`src/design/tpq_ram.sv`:
```
// Generic single-write, single-read RAM with registered read data.
`timescale 1ns / 1ps

module tpq_ram #(
	parameter int WIDTH = 8,
	parameter int DEPTH = 256
) (
	input  logic                     clk,
	input  logic                     we,
	input  logic [$clog2(DEPTH)-1:0] waddr,
	input  logic [WIDTH-1:0]         wdata,
	input  logic                     re,
	input  logic [$clog2(DEPTH)-1:0] raddr,
	output logic [WIDTH-1:0]         rdata
);

	logic [WIDTH-1:0] mem_q [DEPTH];

	always_ff @(posedge clk) begin
		if (we) begin
			mem_q[waddr] <= wdata;
		end
		if (re) begin
			rdata <= mem_q[raddr];
		end
	end

endmodule

```
`config.mk`:
```
export PLATFORM = sky130hd
export DESIGN_NAME = tpq_ram
export DESIGN_NICKNAME = d
export VERILOG_FILES = /design/src/design/tpq_ram.sv
export SDC_FILE = /design/constraint.sdc
export NUM_CORES = 2
export LEC_CHECK = 0
export BUFFER_PORTS_ARGS = -buffer_cell sky130_fd_sc_hd__clkbuf_2
export CORE_MARGIN = 2
export CORE_UTILIZATION = 48
export DETAILED_ROUTE_END_ITERATION = 7
export PLACE_DENSITY_LB_ADDON = 0.3
export REMOVE_ABC_BUFFERS = 1
export SLEW_MARGIN = 25
export SYNTH_ARGS = -nofsm -noshare
export SYNTH_HDL_FRONTEND = slang
export SYNTH_SLANG_ARGS = --single-unit
```
`constraint.sdc`:
```
create_clock -name clk -period 2.25 [get_ports clk]
set_input_delay 0.1125 -clock clk [delete_from_list [all_inputs] [get_ports clk]]
set_output_delay 0.1125 -clock clk [all_outputs]
set_load 0.03 [all_outputs]
```
==> results.json <==
{
  "outcome": "finished, violations left",
  "violations": "setup timing",
  "total_power_mw": 79.4,
  "nets": 4485,
  "drive_above_1_share": 0.332,
  "gp_congestion": 0.881,
  "path_max_fanout": 1,
  "slew_violations": 0,
  "holdPathStages": 4,
  "coreArea_sq_um": 165000,
  "rsz0062_at_grt": "true",
  "leakage_nw": 30.7,
  "route.vias.total": 41100,
  "cts_tree": "done",
  "cts.clk_slew.worst_paths_ns": 0.06,
  "insertion_delay_ns": 0.85,
  "finalCritPeriodShare": 1.05,
  "die_h_um": 411,
  "routed_wl_um": 198000,
  "cp.arrival_ns": 2.96,
  "async_flop_share": 0,
  "finalHoldViolCount": 0,
  "final_area_sq_um": 94600,
  "initial_utilization": 0.483,
  "antenna_found_initial": 3,
  "period_minus_slack_ns": 2.37,
  "ir_drop_v": 0.000821,
  "wl_met1_um": 78500,
  "end_kind": "flop",
  "slew_headroom": 0.369,
  "grt_pass1_wl_um": 286000,
  "overflow": 0,
  "min_path_type": "in -> reg",
  "synth_seq_cells": 2056,
  "critical_path_class": "reg -> reg",
  "cts.sinks": 2056,
  "drt_iter0_markers": 5074,
  "syn_inst": 3733,
  "cts_htree_levels": 4,
  "first_pass_iters": 6,
  "cts_buffer_depth": 3,
  "die_x_um": 411,
  "fmax_ghz": 0.422,
  "dp_hpwl_um": 128000,
  "syn_area_per_cell_sq_um": 21.3,
  "wl_met2_um": 96500,
  "fin_tns_setup_ns": -0.310,
  "layout.cells.non_filler": 6818,
  "place_inst": 6435,
  "viasPerCell": 6.02,
  "wl_per_cell_um": 29.0,
  "port_buffers": 34,
  "fin_util": 0.574,
  "whs_ns": 0.0581,
  "dp_slack_ns": -1.06,
  "p_per_area_nw_per_um2": 840,
  "rows": 149,
  "worst-r2r-cell-count": 8,
  "synth_warnings": 0,
  "finalSetupViolations": 5,
  "tightest_slew_ns": 0.946,
  "syn_area_sq_um": 79600,
  "dpl_cell_area_sq_um": 87800,
  "cts_setup_buffers": 0,
  "critPathRequiredTime_ns": 2.84,
  "cp-start-kind": "flop",
  "grt_start_max_net_pins": 87,
  "top_layer_used": "met4",
  "root_buffer": "clkbuf_16",
  "drtAntennaViolNets": 0,
  "track_usage": 0.235,
  "drc": 0,
  "clock-skew-final_ns": 0.0676,
  "ios": 35,
  "fin_ws_ns": -0.118,
  "numCtsBuffers": 195,
  "dieArea_sq_um": 169000,
  "first_global_vias": 41200,
  "route.met3.wl_um": 17100,
  "ys_types": 54,
  "synth-main-ff-cell": "edfxtp_1",
  "synth_edf_count": 2056,
  "ys_seq_area_frac": 0.775,
  "max_cap_violations": 0,
  "area.growth.synth_to_final_pct": 18.7
}
-- logic make-up after synthesis --
group                  synth area share
and+or+nand+nor                  0.0263
DFF                               0.775
muxes                             0.146
buffers and inverters            0.0183
AOI/OAI and AO/OA                0.0342
-- cell usage in the layout (no fill, tap or decap), types with 33 or more instances in the layout --
cell and n:
edfxtp_1 2056, buf_4 618, mux4_2 455, nor2_1 278, clkbuf_16 195, mux2i_1 134
a22oi_1 131, a21oi_1 96, buf_12 96, clkinv_1 45, o221ai_1 45, clkinv_2 43
clkbuf_1 38, nand3_1 34, nand2_1 33
-- sequential cells by signal, indices dropped and copies added (netlist names) --
register  cells
rdata         8
mem_q      2048
-- power by group --
part,internal [mW],switching [mW]
Clock,18.3,14.3
Combinational,1.88,2.67
Sequential,42.2,0.0665
Total,62.4,17.0
-- per-layer routing --
layer / track usage / vias up
met5: 0 / -
met4: 0.0733 / 0
met3: 0.0373 / 301
met2: 0.376 / 1889
met1: 0.334 / 21700
li1: - / 17200
-- cells in the mapped netlist, types with 2 or more instances --
cell type,number,share of area
buf_1,22,0.0010
mux4_1,2,0.00066
nor2b_1,31,0.0024
nor4_1,24,0.0019
o21ai_0,10,0.00063
o211ai_1,10,0.00094
o22a_1,5,0.00055
buf_4,27,0.0025
nand2b_1,8,0.00063
a221oi_1,13,0.0014
a211oi_1,16,0.0015
nor3_1,22,0.0014
a2111oi_1,2,0.00025
a31oi_1,2,0.00016
mux4_2,454,0.13
o32ai_1,4,0.00044
nand4_1,10,0.00079
or2_2,4,0.00031
nand2_1,33,0.0016
o22ai_1,28,0.0022
buf_2,31,0.0019
a21oi_1,96,0.0060
buf_12,8,0.0020
o221ai_1,46,0.0051
nor4_2,3,0.00047
nand3b_1,2,0.00019
a22o_1,8,0.00088
buf_6,21,0.0030
and2_1,6,0.00047
clkbuf_1,111,0.0052
edfxtp_1,2056,0.78
nor2_1,282,0.013
a311oi_1,2,0.00022
and3b_1,2,0.00022
o21ai_1,2,0.00013
mux2i_1,134,0.017
nand3_1,34,0.0021
a2111oi_0,2,0.00022
a22oi_1,133,0.013
buf_8,13,0.0025
-- critical path, stage by stage, from the launching register on --
cell and delay [ns]:
edfxtp_1 0.37, mux4_2 0.51, a22o_1 0.24, a221oi_2 0.28, buf_4 0.20, o32ai_2 0.09, nor3_2 0.16, buf_4 0.19
nor4_2 0.06
-- layout make-up --
type,count,area [sq um]
clock buffer,233,5020
fill,11900,70200
timing repair buffer,761,6970
antenna,3,7.51
clock inverter,132,1350
tap,2189,2740
multi-input combinational,1442,16700
inverter,2,7.51
sequential,2056,61700
-- final timing paths --
path | from | to | slack, ns
setup / recovery | mem_q[64][6] | rdata[6] | -0.12
hold / removal | waddr[4] | mem_q[53][3] | 0.06
setup reg to reg | mem_q[64][6] | rdata[6] | -0.12
hold reg to reg | mem_q[32][5] | rdata[5] | 1.16
-- what timing repair did --
action	4_1_cts	5_1_grt
cloned	0	0
hold buffers	15	0
endpoints found under the setup margin	8	15
resized for setup	31	11
hold endpoints to repair	1879	0
pin swaps	15	8
Power figures use the tool's default switching activity.
