## src/design/tpq_pkg.sv

```systemverilog
// Shared types, constants and setup field helpers for the token priority queue mux.
`timescale 1ns / 1ps

package tpq_pkg;

	localparam int NUM_QUEUES = 4;
	localparam int FLOW_SLOTS = 256;

	localparam int QUEUE_W   = $clog2(NUM_QUEUES);
	localparam int SLOT_W    = $clog2(FLOW_SLOTS);
	localparam int SETUP_W   = 62;
	localparam int ECN_W     = 8;
	localparam int CREDIT_W  = 8;
	localparam int COUNT_W   = 16;
	localparam int TOKEN_W   = 20;
	localparam int LEN_W     = 16;
	localparam int RATE_W    = 8;
	localparam int PRIO_W    = 10;
	localparam int PROD_W    = RATE_W + LEN_W;
	localparam int CFG_IDX_W = 3;

	localparam logic [SETUP_W-1:0] SETUP_RESET = 62'h3E70FFFF01010064;
	localparam logic [ECN_W-1:0]   ECN_RESET   = 8'd10;
	localparam logic [PRIO_W-1:0]  PRIO_LIMIT  = 10'd999;

	localparam logic [CFG_IDX_W-1:0] CFG_QUEUE0  = 3'd0;
	localparam logic [CFG_IDX_W-1:0] CFG_MAX_ECN = 3'd4;

	localparam logic OP_ARRIVAL = 1'b0;
	localparam logic OP_DEQUEUE = 1'b1;

	typedef logic [SETUP_W-1:0] setup_t;
	typedef logic [NUM_QUEUES-1:0][SETUP_W-1:0] setup_vec_t;
	typedef logic [NUM_QUEUES-1:0][TOKEN_W-1:0] token_vec_t;
	typedef logic [NUM_QUEUES-1:0][COUNT_W-1:0] count_vec_t;
	typedef logic [NUM_QUEUES-1:0][PROD_W-1:0] prod_vec_t;
	typedef logic [NUM_QUEUES-1:0][NUM_QUEUES-1:0][PROD_W-1:0] gain_mat_t;
	typedef logic [NUM_QUEUES-1:0][PRIO_W-1:0] prio_vec_t;
	typedef logic [NUM_QUEUES-1:0][LEN_W-1:0] len_vec_t;

	typedef struct packed {
		logic               valid;
		logic [QUEUE_W-1:0] queue;
	} grant_t;

	typedef struct packed {
		logic               admitted;
		logic               mark_congestion;
		logic               grant_valid;
		logic [QUEUE_W-1:0] grant_queue;
	} result_t;

	function automatic logic [COUNT_W-1:0] f_thresh(setup_t s);
		return (s[15:0] == '0) ? COUNT_W'(1) : s[15:0];
	endfunction

	function automatic logic [RATE_W-1:0] f_refill(setup_t s);
		return (s[23:16] == '0) ? RATE_W'(1) : s[23:16];
	endfunction

	function automatic logic [RATE_W-1:0] f_spend(setup_t s);
		return (s[31:24] == '0) ? RATE_W'(1) : s[31:24];
	endfunction

	function automatic logic [TOKEN_W-1:0] f_cap(setup_t s);
		return (s[51:32] == '0) ? TOKEN_W'(1) : s[51:32];
	endfunction

	function automatic logic [PRIO_W-1:0] f_prio(setup_t s);
		return (s[61:52] == '0 || s[61:52] > PRIO_LIMIT) ? PRIO_LIMIT : s[61:52];
	endfunction

endpackage

```

## src/design/tpq_token.sv

```systemverilog
// Token update after a grant: charge the winner, then refill every queue up to its cap.
`timescale 1ns / 1ps

module tpq_token (
	input  tpq_pkg::token_vec_t tokens,
	input  tpq_pkg::grant_t     grant,
	input  tpq_pkg::prod_vec_t  cost,
	input  tpq_pkg::gain_mat_t  gain,
	input  tpq_pkg::setup_vec_t setup,
	output tpq_pkg::token_vec_t tokens_next
);

	always_comb begin
		logic [tpq_pkg::TOKEN_W-1:0] base;
		logic [tpq_pkg::PROD_W:0]    sum;
		logic [tpq_pkg::TOKEN_W-1:0] cap;
		tokens_next = tokens;
		for (int i = 0; i < tpq_pkg::NUM_QUEUES; i++) begin
			base = tokens[i];
			if (grant.queue == tpq_pkg::QUEUE_W'(i)) begin
				if ({{(tpq_pkg::PROD_W - tpq_pkg::TOKEN_W){1'b0}}, tokens[i]} >= cost[i]) begin
					base = tokens[i] - cost[i][tpq_pkg::TOKEN_W-1:0];
				end else begin
					base = '0;
				end
			end
			sum = {{(tpq_pkg::PROD_W + 1 - tpq_pkg::TOKEN_W){1'b0}}, base}
			    + {1'b0, gain[i][grant.queue]};
			cap = tpq_pkg::f_cap(setup[i]);
			if (sum > {{(tpq_pkg::PROD_W + 1 - tpq_pkg::TOKEN_W){1'b0}}, cap}) begin
				tokens_next[i] = cap;
			end else begin
				tokens_next[i] = sum[tpq_pkg::TOKEN_W-1:0];
			end
		end
	end

endmodule

```

## config.mk

```make
export PLATFORM = sky130hd
export DESIGN_NAME = tpq_token
export DESIGN_NICKNAME = d
export VERILOG_FILES = /design/src/design/tpq_pkg.sv /design/src/design/tpq_token.sv
export SDC_FILE = /design/constraint.sdc
export NUM_CORES = 1
export LEC_CHECK = 0
export ABC_CLOCK_PERIOD_IN_PS = 14500
export BUFFER_PORTS_ARGS = -buffer_cell sky130_fd_sc_hd__buf_2
export CAP_MARGIN = 5
export CORE_AREA = 8 8 341 343
export DETAILED_ROUTE_END_ITERATION = 12
export DIE_AREA = 0 0 349 351
export GPL_TIMING_DRIVEN = 0
export PLACE_DENSITY = 0.42
export SYNTH_ARGS = -nofsm -noshare
export SYNTH_HDL_FRONTEND = slang
export SYNTH_SLANG_ARGS = --single-unit
```

## constraint.sdc

```tcl
create_clock -name vclk -period 14.5
set_input_delay 2.9 -clock vclk [all_inputs]
set_output_delay 2.9 -clock vclk [all_outputs]
set_load 0.01 [all_outputs]
```

==> summary.txt <==
WS Path Type = input port to primary output
minimum clock period = 14.08 ns
hold crit path type = input port to primary output
Worst Path Max Fanout = 11
Worst Tran Pin Value = 1.19 ns
Synth Cell Area = 14,400 µm²
routed wire length = 90,700 µm
Post-DP Area = 19,900 µm²
boundary pin count = 891
Final HPWL DP = 83,800 µm
routed wire length per instance = 22.7 µm
RePlAce Congestion = 0.901
antenna violations before repair = 43
worst hold stages = 3
Mapped Cells = 1,759
Starting DRT DRC Count = 769
Leak = 9.86 nW
nets = 3,542
top post-synthesis cells by area = ha_1 (21%), mux4_2 (15%), mux2_4 (6.7%)
Synth Net Count = 2,818
Hold-fix buffers, CTS = 0
final core utilization = 0.180
antenna viol nets, final = 0
placeable core region = 111,000 µm²
status = completed
clkbuf count = 0
synthesis-to-layout area growth = 38.4%
RSZ-0062 raised after global routing = no
Fin. Hold Viols = 0
synthesis warning total = 0
first-pass GRT wire length = 123,000 µm
Setup Viol. Count Final = 0
proportion of layout cells with a drive suffix above 1 = 0.388
VDD IR-drop max = 0.0000182 V
post-synthesis sequential area ratio = 0
Sequential cell area = 0 µm²
worst setup path start = grant[1]
initial core utilization = 0.130
Seq cells = 0
global route total overflow = 0
Hold Path Origin = setup[232]
TritonRoute pass-1 iters = 5
Synth cell types = 90
# rows = 123
worst path required time = 11.60 ns
max-cap violations = 0
Slew headroom = 0.206
top cell type's share of synthesized area = 0.208
Power Dens Cells = 54.3 nW/µm²
Period Utilization, post-route = 0.971
DRC = 0
I/O Buffers = 721
Final WS setup = 0.419 ns
Slew Limit Fails = 0
largest net degree at the start of global routing = 11
fmax = 0.0710 GHz
Total GRT Usage = 0.137
dpl ws = 0.0574 ns
vias per std cell = 4.21
Arr. time, crit path = 11.18 ns
post-route cell area = 20,000 µm²
vias in the first global route = 17,200
die area = 122,000 µm²
synth cell count leaders = ha_1 (240), inv_1 (215), a21oi_1 (125)
via count = 16,800
setup_tns = 0 ns
most common cell in the netlist = ha_1
Layout Cells excl Fill = 3,995
placed cell count = 3,981
crit path launch type = input port
Avg Inst Size Synth = 8.21 µm²
crit end category = primary output
largest area contributor in the synthesized netlist = ha_1
die height = 351 µm
Die X = 349 µm
[worst max-delay path, cell delays in order]
cell and delay, ns:
buf_2 0.11, buf_2 0.59, buf_2 0.59, buf_2 0.58
o2111ai_1 0.26, a21oi_1 0.35, clkbuf_1 0.54, a22o_1 0.23
ha_1 0.20, inv_1 0.06, fa_1 0.40, nor2b_1 0.16
o31a_1 0.26, o211a_1 0.25, o2111ai_1 0.20, a21oi_1 0.26
nor3_1 0.09, xnor2_1 0.37, ha_1 0.34, a2111oi_0 0.39
nand2_1 0.09, o21ai_0 0.76, o211ai_2 0.39, buf_6 0.28
mux2_4 0.32, buf_2 0.14
[placed cells by master, fill, tap and decap left out, drive strengths merged, types with 41 or more instances in the layout]
master / count
inv: 215
xnor2: 85
xor2: 41
a22o: 54
a21o: 61
nand2: 98
buf: 746
ha: 240
mux2: 77
nor2: 103
mux4: 93
a21oi: 128
o21ai: 100
[routing by layer]
layer | vias up | routed length (µm) | track usage
met4 | 18 | 1690 | 0.0240
li1 | 8150 | - | -
met2 | 644 | 41600 | 0.228
met3 | 66 | 6640 | 0.0341
met5 | - | 95 | 0
met1 | 7951 | 40700 | 0.181
[cells by family (layout without fill, tap and decap cells)]
group | Yosys count | after routing | synth area share
XOR/XNOR | 126 | 126 | 0.0764
AND/OR/NAND/NOR | 411 | 411 | 0.143
buffers and inverters | 261 | 983 | 0.0729
multiplexers | 176 | 176 | 0.226
adder cells (fa/ha/maj) | 248 | 248 | 0.219
AO/OA/AOI/OAI | 537 | 537 | 0.263
other | 0 | 14 | 0
[where the power goes]
| part | leakage [nW] | internal, mW | total, mW | switching (mW) |
|---|---|---|---|---|
| clock | 0.0000887 | 0.0000000957 | 0.0000000958 | 0 |
| combinational | 9.86 | 0.474 | 1.08 | 0.611 |
| sequential | 0 | 0 | 0 | 0 |
[timing repair]
action                     4_1_cts  5_1_grt
hold endpoints to repair         0        0
gates resized for setup          0        6
setup endpoints to repair        0       44
setup buffers                    0        0
[final timing paths]
kind	end
hold / removal	tokens_next[74]
setup / recovery	tokens_next[63]
[stage by stage]
stage	total power, mW	hold WS (ns)
floorplan	0.692	5.93
global placement	1.09	6.15
detailed placement	1.09	6.15
CTS	1.10	6.15
global route	1.20	6.17
finish	1.08	6.15
[cell type report]
type	count	area (µm²)
fill	12800	91300
multi-input combinational	1498	13400
timing repair buffer	722	3620
tap	1500	1880
inverter	215	807
buffer	46	255
antenna	14	35.0
Note: power is estimated with default switching activity, not from simulation.
