[src/design/tpq_pkg.sv]
// Shared types, constants and setup field helpers for the token priority queue mux.
`timescale 1ns / 1ps

package tpq_pkg;

	localparam int NUM_QUEUES = 4;
	localparam int FLOW_SLOTS = 256;

	localparam int QUEUE_W   = $clog2(NUM_QUEUES);
	localparam int SLOT_W    = $clog2(FLOW_SLOTS);
	localparam int SETUP_W   = 62;
	localparam int ECN_W     = 8;
	localparam int CREDIT_W  = 8;
	localparam int COUNT_W   = 16;
	localparam int TOKEN_W   = 20;
	localparam int LEN_W     = 16;
	localparam int RATE_W    = 8;
	localparam int PRIO_W    = 10;
	localparam int PROD_W    = RATE_W + LEN_W;
	localparam int CFG_IDX_W = 3;

	localparam logic [SETUP_W-1:0] SETUP_RESET = 62'h3E70FFFF01010064;
	localparam logic [ECN_W-1:0]   ECN_RESET   = 8'd10;
	localparam logic [PRIO_W-1:0]  PRIO_LIMIT  = 10'd999;

	localparam logic [CFG_IDX_W-1:0] CFG_QUEUE0  = 3'd0;
	localparam logic [CFG_IDX_W-1:0] CFG_MAX_ECN = 3'd4;

	localparam logic OP_ARRIVAL = 1'b0;
	localparam logic OP_DEQUEUE = 1'b1;

	typedef logic [SETUP_W-1:0] setup_t;
	typedef logic [NUM_QUEUES-1:0][SETUP_W-1:0] setup_vec_t;
	typedef logic [NUM_QUEUES-1:0][TOKEN_W-1:0] token_vec_t;
	typedef logic [NUM_QUEUES-1:0][COUNT_W-1:0] count_vec_t;
	typedef logic [NUM_QUEUES-1:0][PROD_W-1:0] prod_vec_t;
	typedef logic [NUM_QUEUES-1:0][NUM_QUEUES-1:0][PROD_W-1:0] gain_mat_t;
	typedef logic [NUM_QUEUES-1:0][PRIO_W-1:0] prio_vec_t;
	typedef logic [NUM_QUEUES-1:0][LEN_W-1:0] len_vec_t;

	typedef struct packed {
		logic               valid;
		logic [QUEUE_W-1:0] queue;
	} grant_t;

	typedef struct packed {
		logic               admitted;
		logic               mark_congestion;
		logic               grant_valid;
		logic [QUEUE_W-1:0] grant_queue;
	} result_t;

	function automatic logic [COUNT_W-1:0] f_thresh(setup_t s);
		return (s[15:0] == '0) ? COUNT_W'(1) : s[15:0];
	endfunction

	function automatic logic [RATE_W-1:0] f_refill(setup_t s);
		return (s[23:16] == '0) ? RATE_W'(1) : s[23:16];
	endfunction

	function automatic logic [RATE_W-1:0] f_spend(setup_t s);
		return (s[31:24] == '0) ? RATE_W'(1) : s[31:24];
	endfunction

	function automatic logic [TOKEN_W-1:0] f_cap(setup_t s);
		return (s[51:32] == '0) ? TOKEN_W'(1) : s[51:32];
	endfunction

	function automatic logic [PRIO_W-1:0] f_prio(setup_t s);
		return (s[61:52] == '0 || s[61:52] > PRIO_LIMIT) ? PRIO_LIMIT : s[61:52];
	endfunction

endpackage

[src/design/tpq_pick.sv]
// Dequeue arbiter over eligible queues: token-covered queues first, then lowest priority number, then lowest index.
`timescale 1ns / 1ps

module tpq_pick (
	input  logic [tpq_pkg::NUM_QUEUES-1:0] eligible,
	input  logic [tpq_pkg::NUM_QUEUES-1:0] covered,
	input  tpq_pkg::prio_vec_t             prio,
	output tpq_pkg::grant_t                grant
);

	always_comb begin
		logic                           found;
		logic                           best_ok;
		logic [tpq_pkg::PRIO_W-1:0]     best_prio;
		logic [tpq_pkg::QUEUE_W-1:0]    best;
		found     = 1'b0;
		best_ok   = 1'b0;
		best_prio = '0;
		best      = '0;
		for (int i = 0; i < tpq_pkg::NUM_QUEUES; i++) begin
			if (eligible[i]) begin
				if (!found || (covered[i] && !best_ok) ||
				    (covered[i] == best_ok && prio[i] < best_prio)) begin
					found     = 1'b1;
					best      = tpq_pkg::QUEUE_W'(i);
					best_ok   = covered[i];
					best_prio = prio[i];
				end
			end
		end
		grant.valid = found;
		grant.queue = best;
	end

endmodule

[config.mk]
export PLATFORM = sky130hd
export DESIGN_NAME = tpq_pick
export DESIGN_NICKNAME = d
export VERILOG_FILES = /design/src/design/tpq_pkg.sv /design/src/design/tpq_pick.sv
export SDC_FILE = /design/constraint.sdc
export NUM_CORES = 1
export LEC_CHECK = 0
export BUFFER_PORTS_ARGS = -buffer_cell sky130_fd_sc_hd__buf_2
export CORE_ASPECT_RATIO = 1.2
export CORE_MARGIN = 2
export CORE_UTILIZATION = 51
export DETAILED_ROUTE_END_ITERATION = 10
export PLACE_DENSITY = 0.86
export SLEW_MARGIN = 10
export SYNTH_ARGS = -nofsm -noshare
export SYNTH_HDL_FRONTEND = slang
export SYNTH_SLANG_ARGS = --single-unit
[constraint.sdc]
create_clock -name vclk -period 6.8
set_clock_uncertainty 0.2 [all_clocks]
set_input_delay 0.68 -clock vclk [all_inputs]
set_output_delay 0.68 -clock vclk [all_outputs]
set_load 0.01 [all_outputs]
==> metrics.cfg, run 1 <==
[run_status]
status = finished, final reports clean

[flow_run]
cap_viol_max_count = 0

[logic_synthesis]
synth_mux_area_frac = 0.00879
synth-xor-area-share = 0
synthSimpleGateAreaFrac = 0.233
synth.largest_area_cell = ha_1
ys_types = 36
synth-compound-area-share = 0.373
yosys.area.top_type_share = 0.330
syn_nets = 240
syn_area_per_cell_um2 = 7.03
synth_adder_area_share = 0.330
synth_area_um2 = 1140
yosysWarnings = 0
ys_seq_area_frac = 0
synth_top_family_by_area = compound AO/OA/AOI/OAI gates
synth_area_leaders = ha_1 (33%), nand2_1 (8.9%), o21a_1 (7.3%)
synth_cells = 162

[grt]
globalRouteOverflowTotal = 0
first_global_vias = 1438
antenna_found_initial = 0
grt_max_degree = 20
grt_first_pass_wirelength_um = 5620
groute.usage.overall = 0.268

[drt]
drcViolationCount = 0
ant_nets = 0
first_iter_violations = 47
via_per_inst = 6.11
drt-total-wl_um = 3450
vias = 1502
drt-wirelength-per-cell_um = 14.0
drt_first_pass_iters = 4

[cells_and_area]
area_delta_synth_final_pct = 34.6
fin_cells = 246
multi_input_area_um2 = 1170
seq_cell_count = 0
drive_gt1_frac = 0.333
nClkBuffers = 0
utilization = 0.732
final_area_um2 = 1530
regArea_um2 = 0
nets = 296
fill_cells = 178
antenna_cells = 0

[placement]
place_area_um2 = 1440
gp_congestion = 0.866
pre_cts_slack_ps = -234
dp_cells = 244
hpwl_um = 2880
io_buffers = 51

[timing]
fmax_mhz = 153
finalCriticalPeriod_ps = 6540
relSlewSlack = 0.669
worst_pin_slew_ps = 494
finalSetupViolCount = 0
final.setup.worst_slack_ps = 257
fin_crit_sh = 0.962
finalHoldViolations = 0
slew_viol_final = 0
hold_slack_ps = 1470

[setup_path]
crit_path_end_kind = primary output
critPathSlowestCell = a21o_2
crit_top_cell = ha_1
cp_data_required_time_ps = 5920
cp-start-kind = input pin
crit_buf_inv = 3
cp_data_arrival_time_ps = 5660
crit_path_max_incr_delay_ps = 310
cp_max_fo = 11
worst-setup-path-type = input pin to primary output
cp_top_family = compound AO/OA/AOI/OAI gates

[power_and_ir_drop]
p_leak_uw = 0.000763
power_density_nw_per_um2 = 96.0
vdd_ir_drop_max_mv = 0.0555

[floorplan]
core_area_um2 = 2090
die_x_um = 47.1
num_io_pins = 51
initial_core_util = 0.544
fp-row-count = 18
die_h_um = 55.8
die_area_um2 = 2630

[cts]
holdBufCountCts = 0
cts_setup_buffers = 0

[min_path]
hold_path_class = input pin to primary output

## worst min-delay path: stages
cell and delay, ps:
buf_2 100, nand2b_1 90, buf_2 120
## repair_timing
action                     in CTS  in global routing
setup endpoints to repair       2                  2
pin swaps                       0                  6
gates resized for setup         4                 15
cloned                          0                  2
## metrics by stage
stage	power, µW	TNS, ps
floorplan	90.0	0
global placement	124	-67.9
detailed placement	131	-437
CTS	134	0
global route	166	-124
finish	147	0
## Yosys cell counts, drive strengths merged (3+ instances only)
cell type / instances
ha: 30
nand2: 28
a21oi: 14
o21ai: 13
nor2: 12
o21a: 11
inv: 9
a211oi: 4
nor3: 4
and4: 3
o2111ai: 3
## worst paths after layout
path | depth (start not counted) | slack, ps | end | from
min | 3 | 1470 | grant[2] | eligible[3]
max | 26 | 260 | grant[1] | eligible[0]
## cell type report
class                      instances  area share
tap                               30      0.0245
multi-input combinational        151       0.761
inverter                           9      0.0220
timing repair buffer              56       0.193
## kinds of logic after synthesis
kind of cell    count (synthesis)
compound gates                 61
simple gates                   57
mux                             1
buf+inv                        13
fa+ha+maj                      30
## where the power goes
group | leakage [µW] | switching [µW] | internal (µW)
Sequential | 0 | 0 | 0
Clock | 0 | 0 | 0
Combinational | 0.000763 | 81.9 | 65.3
## cell usage in the layout, fill, tap and decap left out, types with 2 or more instances in the layout
| cell type | instances |
|---|---|
| buf_2 | 50 |
| ha_1 | 30 |
| nand2_1 | 27 |
| nor2_1 | 12 |
| a21oi_1 | 11 |
| o21ai_0 | 10 |
| o21a_1 | 10 |
| inv_1 | 9 |
| buf_4 | 5 |
| nor3_1 | 4 |
| a211oi_1 | 3 |
| and4_1 | 3 |
| o21ai_1 | 3 |
| a21oi_2 | 3 |
| nand2b_1 | 2 |
| o2111ai_2 | 2 |
| a211o_1 | 2 |
| and3_1 | 2 |
| nand3_1 | 2 |
## metal layers
layer / GRT usage / vias to the layer above / share of wire
li1: - / 738 / -
met3: 0.00325 / 12 / 0.033
met2: 0.511 / 51 / 0.52
met5: 0 / - / 0
met1: 0.317 / 701 / 0.42
met4: 0.0437 / 0 / 0.025
(Power assumes the default switching activity.)
==> run 2: changes to the inputs <==
--- a/config.mk
+++ b/config.mk
@@ -6,8 +6,7 @@
 export NUM_CORES = 1
 export LEC_CHECK = 0
 export BUFFER_PORTS_ARGS = -buffer_cell sky130_fd_sc_hd__buf_2
-export CORE_ASPECT_RATIO = 1.2
-export CORE_MARGIN = 2
+export CORE_MARGIN = 4
 export CORE_UTILIZATION = 51
 export DETAILED_ROUTE_END_ITERATION = 10
 export PLACE_DENSITY = 0.86
==> metrics.cfg, run 2 (same netlist as run 1, synthesis figures left out) <==
[cells_and_area]
nClkBuffers = 0
final_common_cell = buf_2
area_delta_synth_final_pct = 36.9
final_cell_mix = buf_2 (50), ha_1 (30), nand2_1 (27)
fin_cells = 250
fill_cells = 155
nets = 303
seq_cell_count = 0
drive_gt1_frac = 0.354
regArea_um2 = 0
antenna_cells = 0

[timing]
finalSetupViolCount = 0
fmax_mhz = 154
finalCriticalPeriod_ps = 6490
worst_pin_slew_ps = 489
finalHoldViolations = 0
tns_ps = 0
fin_crit_sh = 0.955
relSlewSlack = 0.671
slew_viol_final = 0

[grt]
first_global_vias = 1364
globalRouteOverflowTotal = 0
groute.usage.overall = 0.202
grt_first_pass_wirelength_um = 5470
antenna_found_initial = 0
grt_max_degree = 20

[floorplan]
initial_core_util = 0.558
core_area_um2 = 2040
die_area_um2 = 3050
die_h_um = 55.3
fp-row-count = 16
num_io_pins = 51
die_x_um = 55.3

[drt]
drcViolationCount = 0
drt-total-wl_um = 3480
vias = 1504
via_per_inst = 6.02
ant_nets = 0
first_iter_violations = 69
drt_first_pass_iters = 4
drt-wirelength-per-cell_um = 13.9

[setup_path]
crit_buf_inv = 5
cp_data_required_time_ps = 5920
cp_top_family = compound AO/OA/AOI/OAI gates
crit_path_end_kind = primary output
cp-start-kind = input pin
cp_data_arrival_time_ps = 5610
worst-setup-path-type = input pin to primary output
cp_max_fo = 12
critPathSlowestCell = a2111oi_2
crit_path_max_incr_delay_ps = 350

[power_and_ir_drop]
p_leak_uw = 0.000797
total_power_uw = 154
vdd_ir_drop_max_mv = 0.0733
power_density_nw_per_um2 = 99.1

[flow_run]
cap_viol_max_count = 0

[run_status]
status = finished, final reports clean

[cts]
holdBufCountCts = 0

[placement]
dp_cells = 242
gp_congestion = 0.921
hpwl_um = 2940
io_buffers = 51

[min_path]
hold_path_class = input pin to primary output

## run 2: cell type report
| type | instances | area (µm²) | share of cell area |
|---|---|---|---|
| timing repair buffer | 64 | 355 | 0.228 |
| inverter | 9 | 33.8 | 0.0217 |
| multi-input combinational | 150 | 1140 | 0.729 |
| tap | 27 | 33.8 | 0.0217 |
## run 2: tightest hold or removal path, cell delays in order
cell and delay (ps):
buf_2 100, nand2b_1 90, buf_2 120
## run 2: layer usage
metal	vias up	wire length, µm	GRT usage	share of wire
met5	-	0	0	0
met4	0	6	0.0139	0.0017
met3	2	255	0.0186	0.073
met2	77	1730	0.367	0.50
met1	675	1490	0.266	0.43
li1	750	-	-	-
## run 2: metrics by stage
step            util  hold WS, ps  worst slack, ps  instance area (µm²)
2_1_floorplan      -         1290              371                 1140
3_3_place_gp   0.706         1460             9.08                 1440
3_5_place_dp   0.706         1460             -204                 1440
4_1_cts        0.710         1470             47.6                 1450
5_1_grt        0.763         1510            -62.7                 1560
6_report       0.763         1480              305                 1560
## run 2: where the power goes
group	internal, µW	switching [µW]	total [µW]	leakage (µW)
Sequential	0	0	0	0
Clock	0	0	0	0
Combinational	73.1	81.4	154	0.000797
## run 2: worst paths after layout
path,from,endpoint,depth (start not counted)
max,eligible[0],grant[1],28
min,eligible[3],grant[2],3
## run 2: repair_timing
action | CTS | global route
setup endpoints to repair | 2 | 2
pin swaps | 0 | 2
gates resized for setup | 3 | 13
cloned | 0 | 1
buffers inserted | 0 | 7
==> run 3: changes to the inputs <==
--- a/config.mk
+++ b/config.mk
@@ -5,11 +5,12 @@
 export SDC_FILE = /design/constraint.sdc
 export NUM_CORES = 1
 export LEC_CHECK = 0
+export ABC_AREA = 1
 export BUFFER_PORTS_ARGS = -buffer_cell sky130_fd_sc_hd__buf_2
 export CORE_MARGIN = 4
-export CORE_UTILIZATION = 51
+export CORE_UTILIZATION = 49
 export DETAILED_ROUTE_END_ITERATION = 10
-export PLACE_DENSITY = 0.86
+export PLACE_DENSITY = 0.85
 export SLEW_MARGIN = 10
 export SYNTH_ARGS = -nofsm -noshare
 export SYNTH_HDL_FRONTEND = slang
==> metrics.cfg, run 3 <==
[timing]
final.setup.worst_slack_ps = 791
worst_pin_slew_ps = 578
fin_crit_sh = 0.884
tns_ps = 0
finalCriticalPeriod_ps = 6010
finalHoldViolations = 0
fmax_mhz = 166
slew_viol_final = 0
finalSetupViolCount = 0
hold_slack_ps = 1470
grt_setup_unrepaired = no
relSlewSlack = 0.614

[drt]
drcViolationCount = 0
drt-total-wl_um = 2490
first_iter_violations = 11
ant_nets = 0
drt-wirelength-per-cell_um = 9.88
drt_first_pass_iters = 4
vias = 1253
via_per_inst = 4.97

[grt]
antenna_found_initial = 0
grt_first_pass_wirelength_um = 4260
first_global_vias = 1157
grt_max_degree = 21
groute.usage.overall = 0.184
globalRouteOverflowTotal = 0

[logic_synthesis]
synth_cells = 179
yosysWarnings = 0
synth_commonest_cells = nand2_1 (63), ha_1 (30), a21oi_1 (18), inv_1 (17), nor2_1 (15)
synth.largest_area_cell = ha_1
ys_seq_area_frac = 0
yosys.area.top_type_share = 0.368
synth_area_leaders = ha_1 (37%), nand2_1 (23%), a21oi_1 (8.8%)
yosysMostFrequentCell = nand2_1
synth_area_um2 = 1020
syn_area_per_cell_um2 = 5.70
syn_nets = 257
ys_types = 17

[setup_path]
crit_path_max_incr_delay_ps = 350
crit_path_end_kind = primary output
critPathSlowestCell = nand2_1
cp-start-kind = input pin
cp_max_fo = 20
cp_data_arrival_time_ps = 5130
worst-setup-path-type = input pin to primary output
crit_top_cell = nand2_1
cp_data_required_time_ps = 5920

[power_and_ir_drop]
vdd_ir_drop_max_mv = 0.0423
p_leak_uw = 0.000767
power_density_nw_per_um2 = 85.9

[cts]
cts_resized = 0
holdBufCountCts = 0
cts_setup_buffers = 0

[floorplan]
fp-row-count = 16
die_h_um = 53.6
initial_core_util = 0.520
num_io_pins = 51
core_area_um2 = 1960
die_x_um = 53.6
die_area_um2 = 2880

[cells_and_area]
final_common_cell = nand2_1
seq_cell_count = 0
nets = 305
final_cell_mix = nand2_1 (63), buf_2 (51), ha_1 (30)
regArea_um2 = 0
drive_gt1_frac = 0.227
nClkBuffers = 0
area_delta_synth_final_pct = 26.0
antenna_cells = 0

[placement]
io_buffers = 51
hpwl_um = 2320
gp_congestion = 0.869
pre_cts_slack_ps = 803

[flow_run]
cap_viol_max_count = 0

[min_path]
hold_path_class = input pin to primary output

[run_status]
status = finished, final reports clean

## run 3: cell count changes after synthesis, sizes merged, moves of 3 or more
cell / change
and4: -3
nor2: +3
o21a: -10
nand2: +35
a21oi: +4
nand3: +5
a211oi: -4
inv: +8
## run 3: worst paths after layout
| check | startpoint | end | slack [ps] | depth (start not counted) |
|---|---|---|---|---|
| setup / recovery | eligible[0] | grant[1] | 790 | 31 |
| hold / removal | eligible[3] | grant[2] | 1470 | 3 |
## run 3: routing by layer
metal	wire length (µm)	up-vias	track usage
met5	0	-	0
met4	0	0	0.00851
met3	132	0	0.00554
met2	1220	34	0.353
met1	1140	521	0.237
li1	-	698	-
## run 3: layout make-up
type,instances,area (µm²)
Timing Repair Buffer,51,255
Fill cell,181,676
Tap cell,27,33.8
Inverter,17,63.8
Multi-Input combinational cell,157,933
## run 3: kinds of logic after synthesis
logic type,share of synthesized area
and+or+nand+nor,0.357
AOI/OAI and AO/OA,0.190
adders and majority gates,0.368
buffers and inverters,0.0858
## run 3: where the power goes
| group | switching (µW) | internal (µW) | leakage (µW) | total, µW |
|---|---|---|---|---|
| combinational | 62.5 | 47.9 | 0.000767 | 110 |
| clock | 0 | 0 | 0 | 0 |
| sequential | 0 | 0 | 0 | 0 |
| total | 62.5 | 47.9 | 0.000767 | 110 |
## run 3: critical path: cells and delay by family
kind                     cells  cell delay (ps)
AND/OR/NAND/NOR             17             1550
buffers and inverters        4              780
adder cells (fa/ha/maj)      3              960
AO/OA/AOI/OAI                7             1160
## run 3: metrics by stage
stage | power [µW] | instances | area (µm²) | util
finish | 110 | 252 | 1290 | 0.656
global route | 132 | 252 | 1290 | 0.656
CTS | 111 | 252 | 1290 | 0.656
detailed placement | 111 | 252 | 1290 | 0.656
global placement | 109 | 252 | 1290 | 0.656
floorplan | 78.2 | 179 | 1020 | -
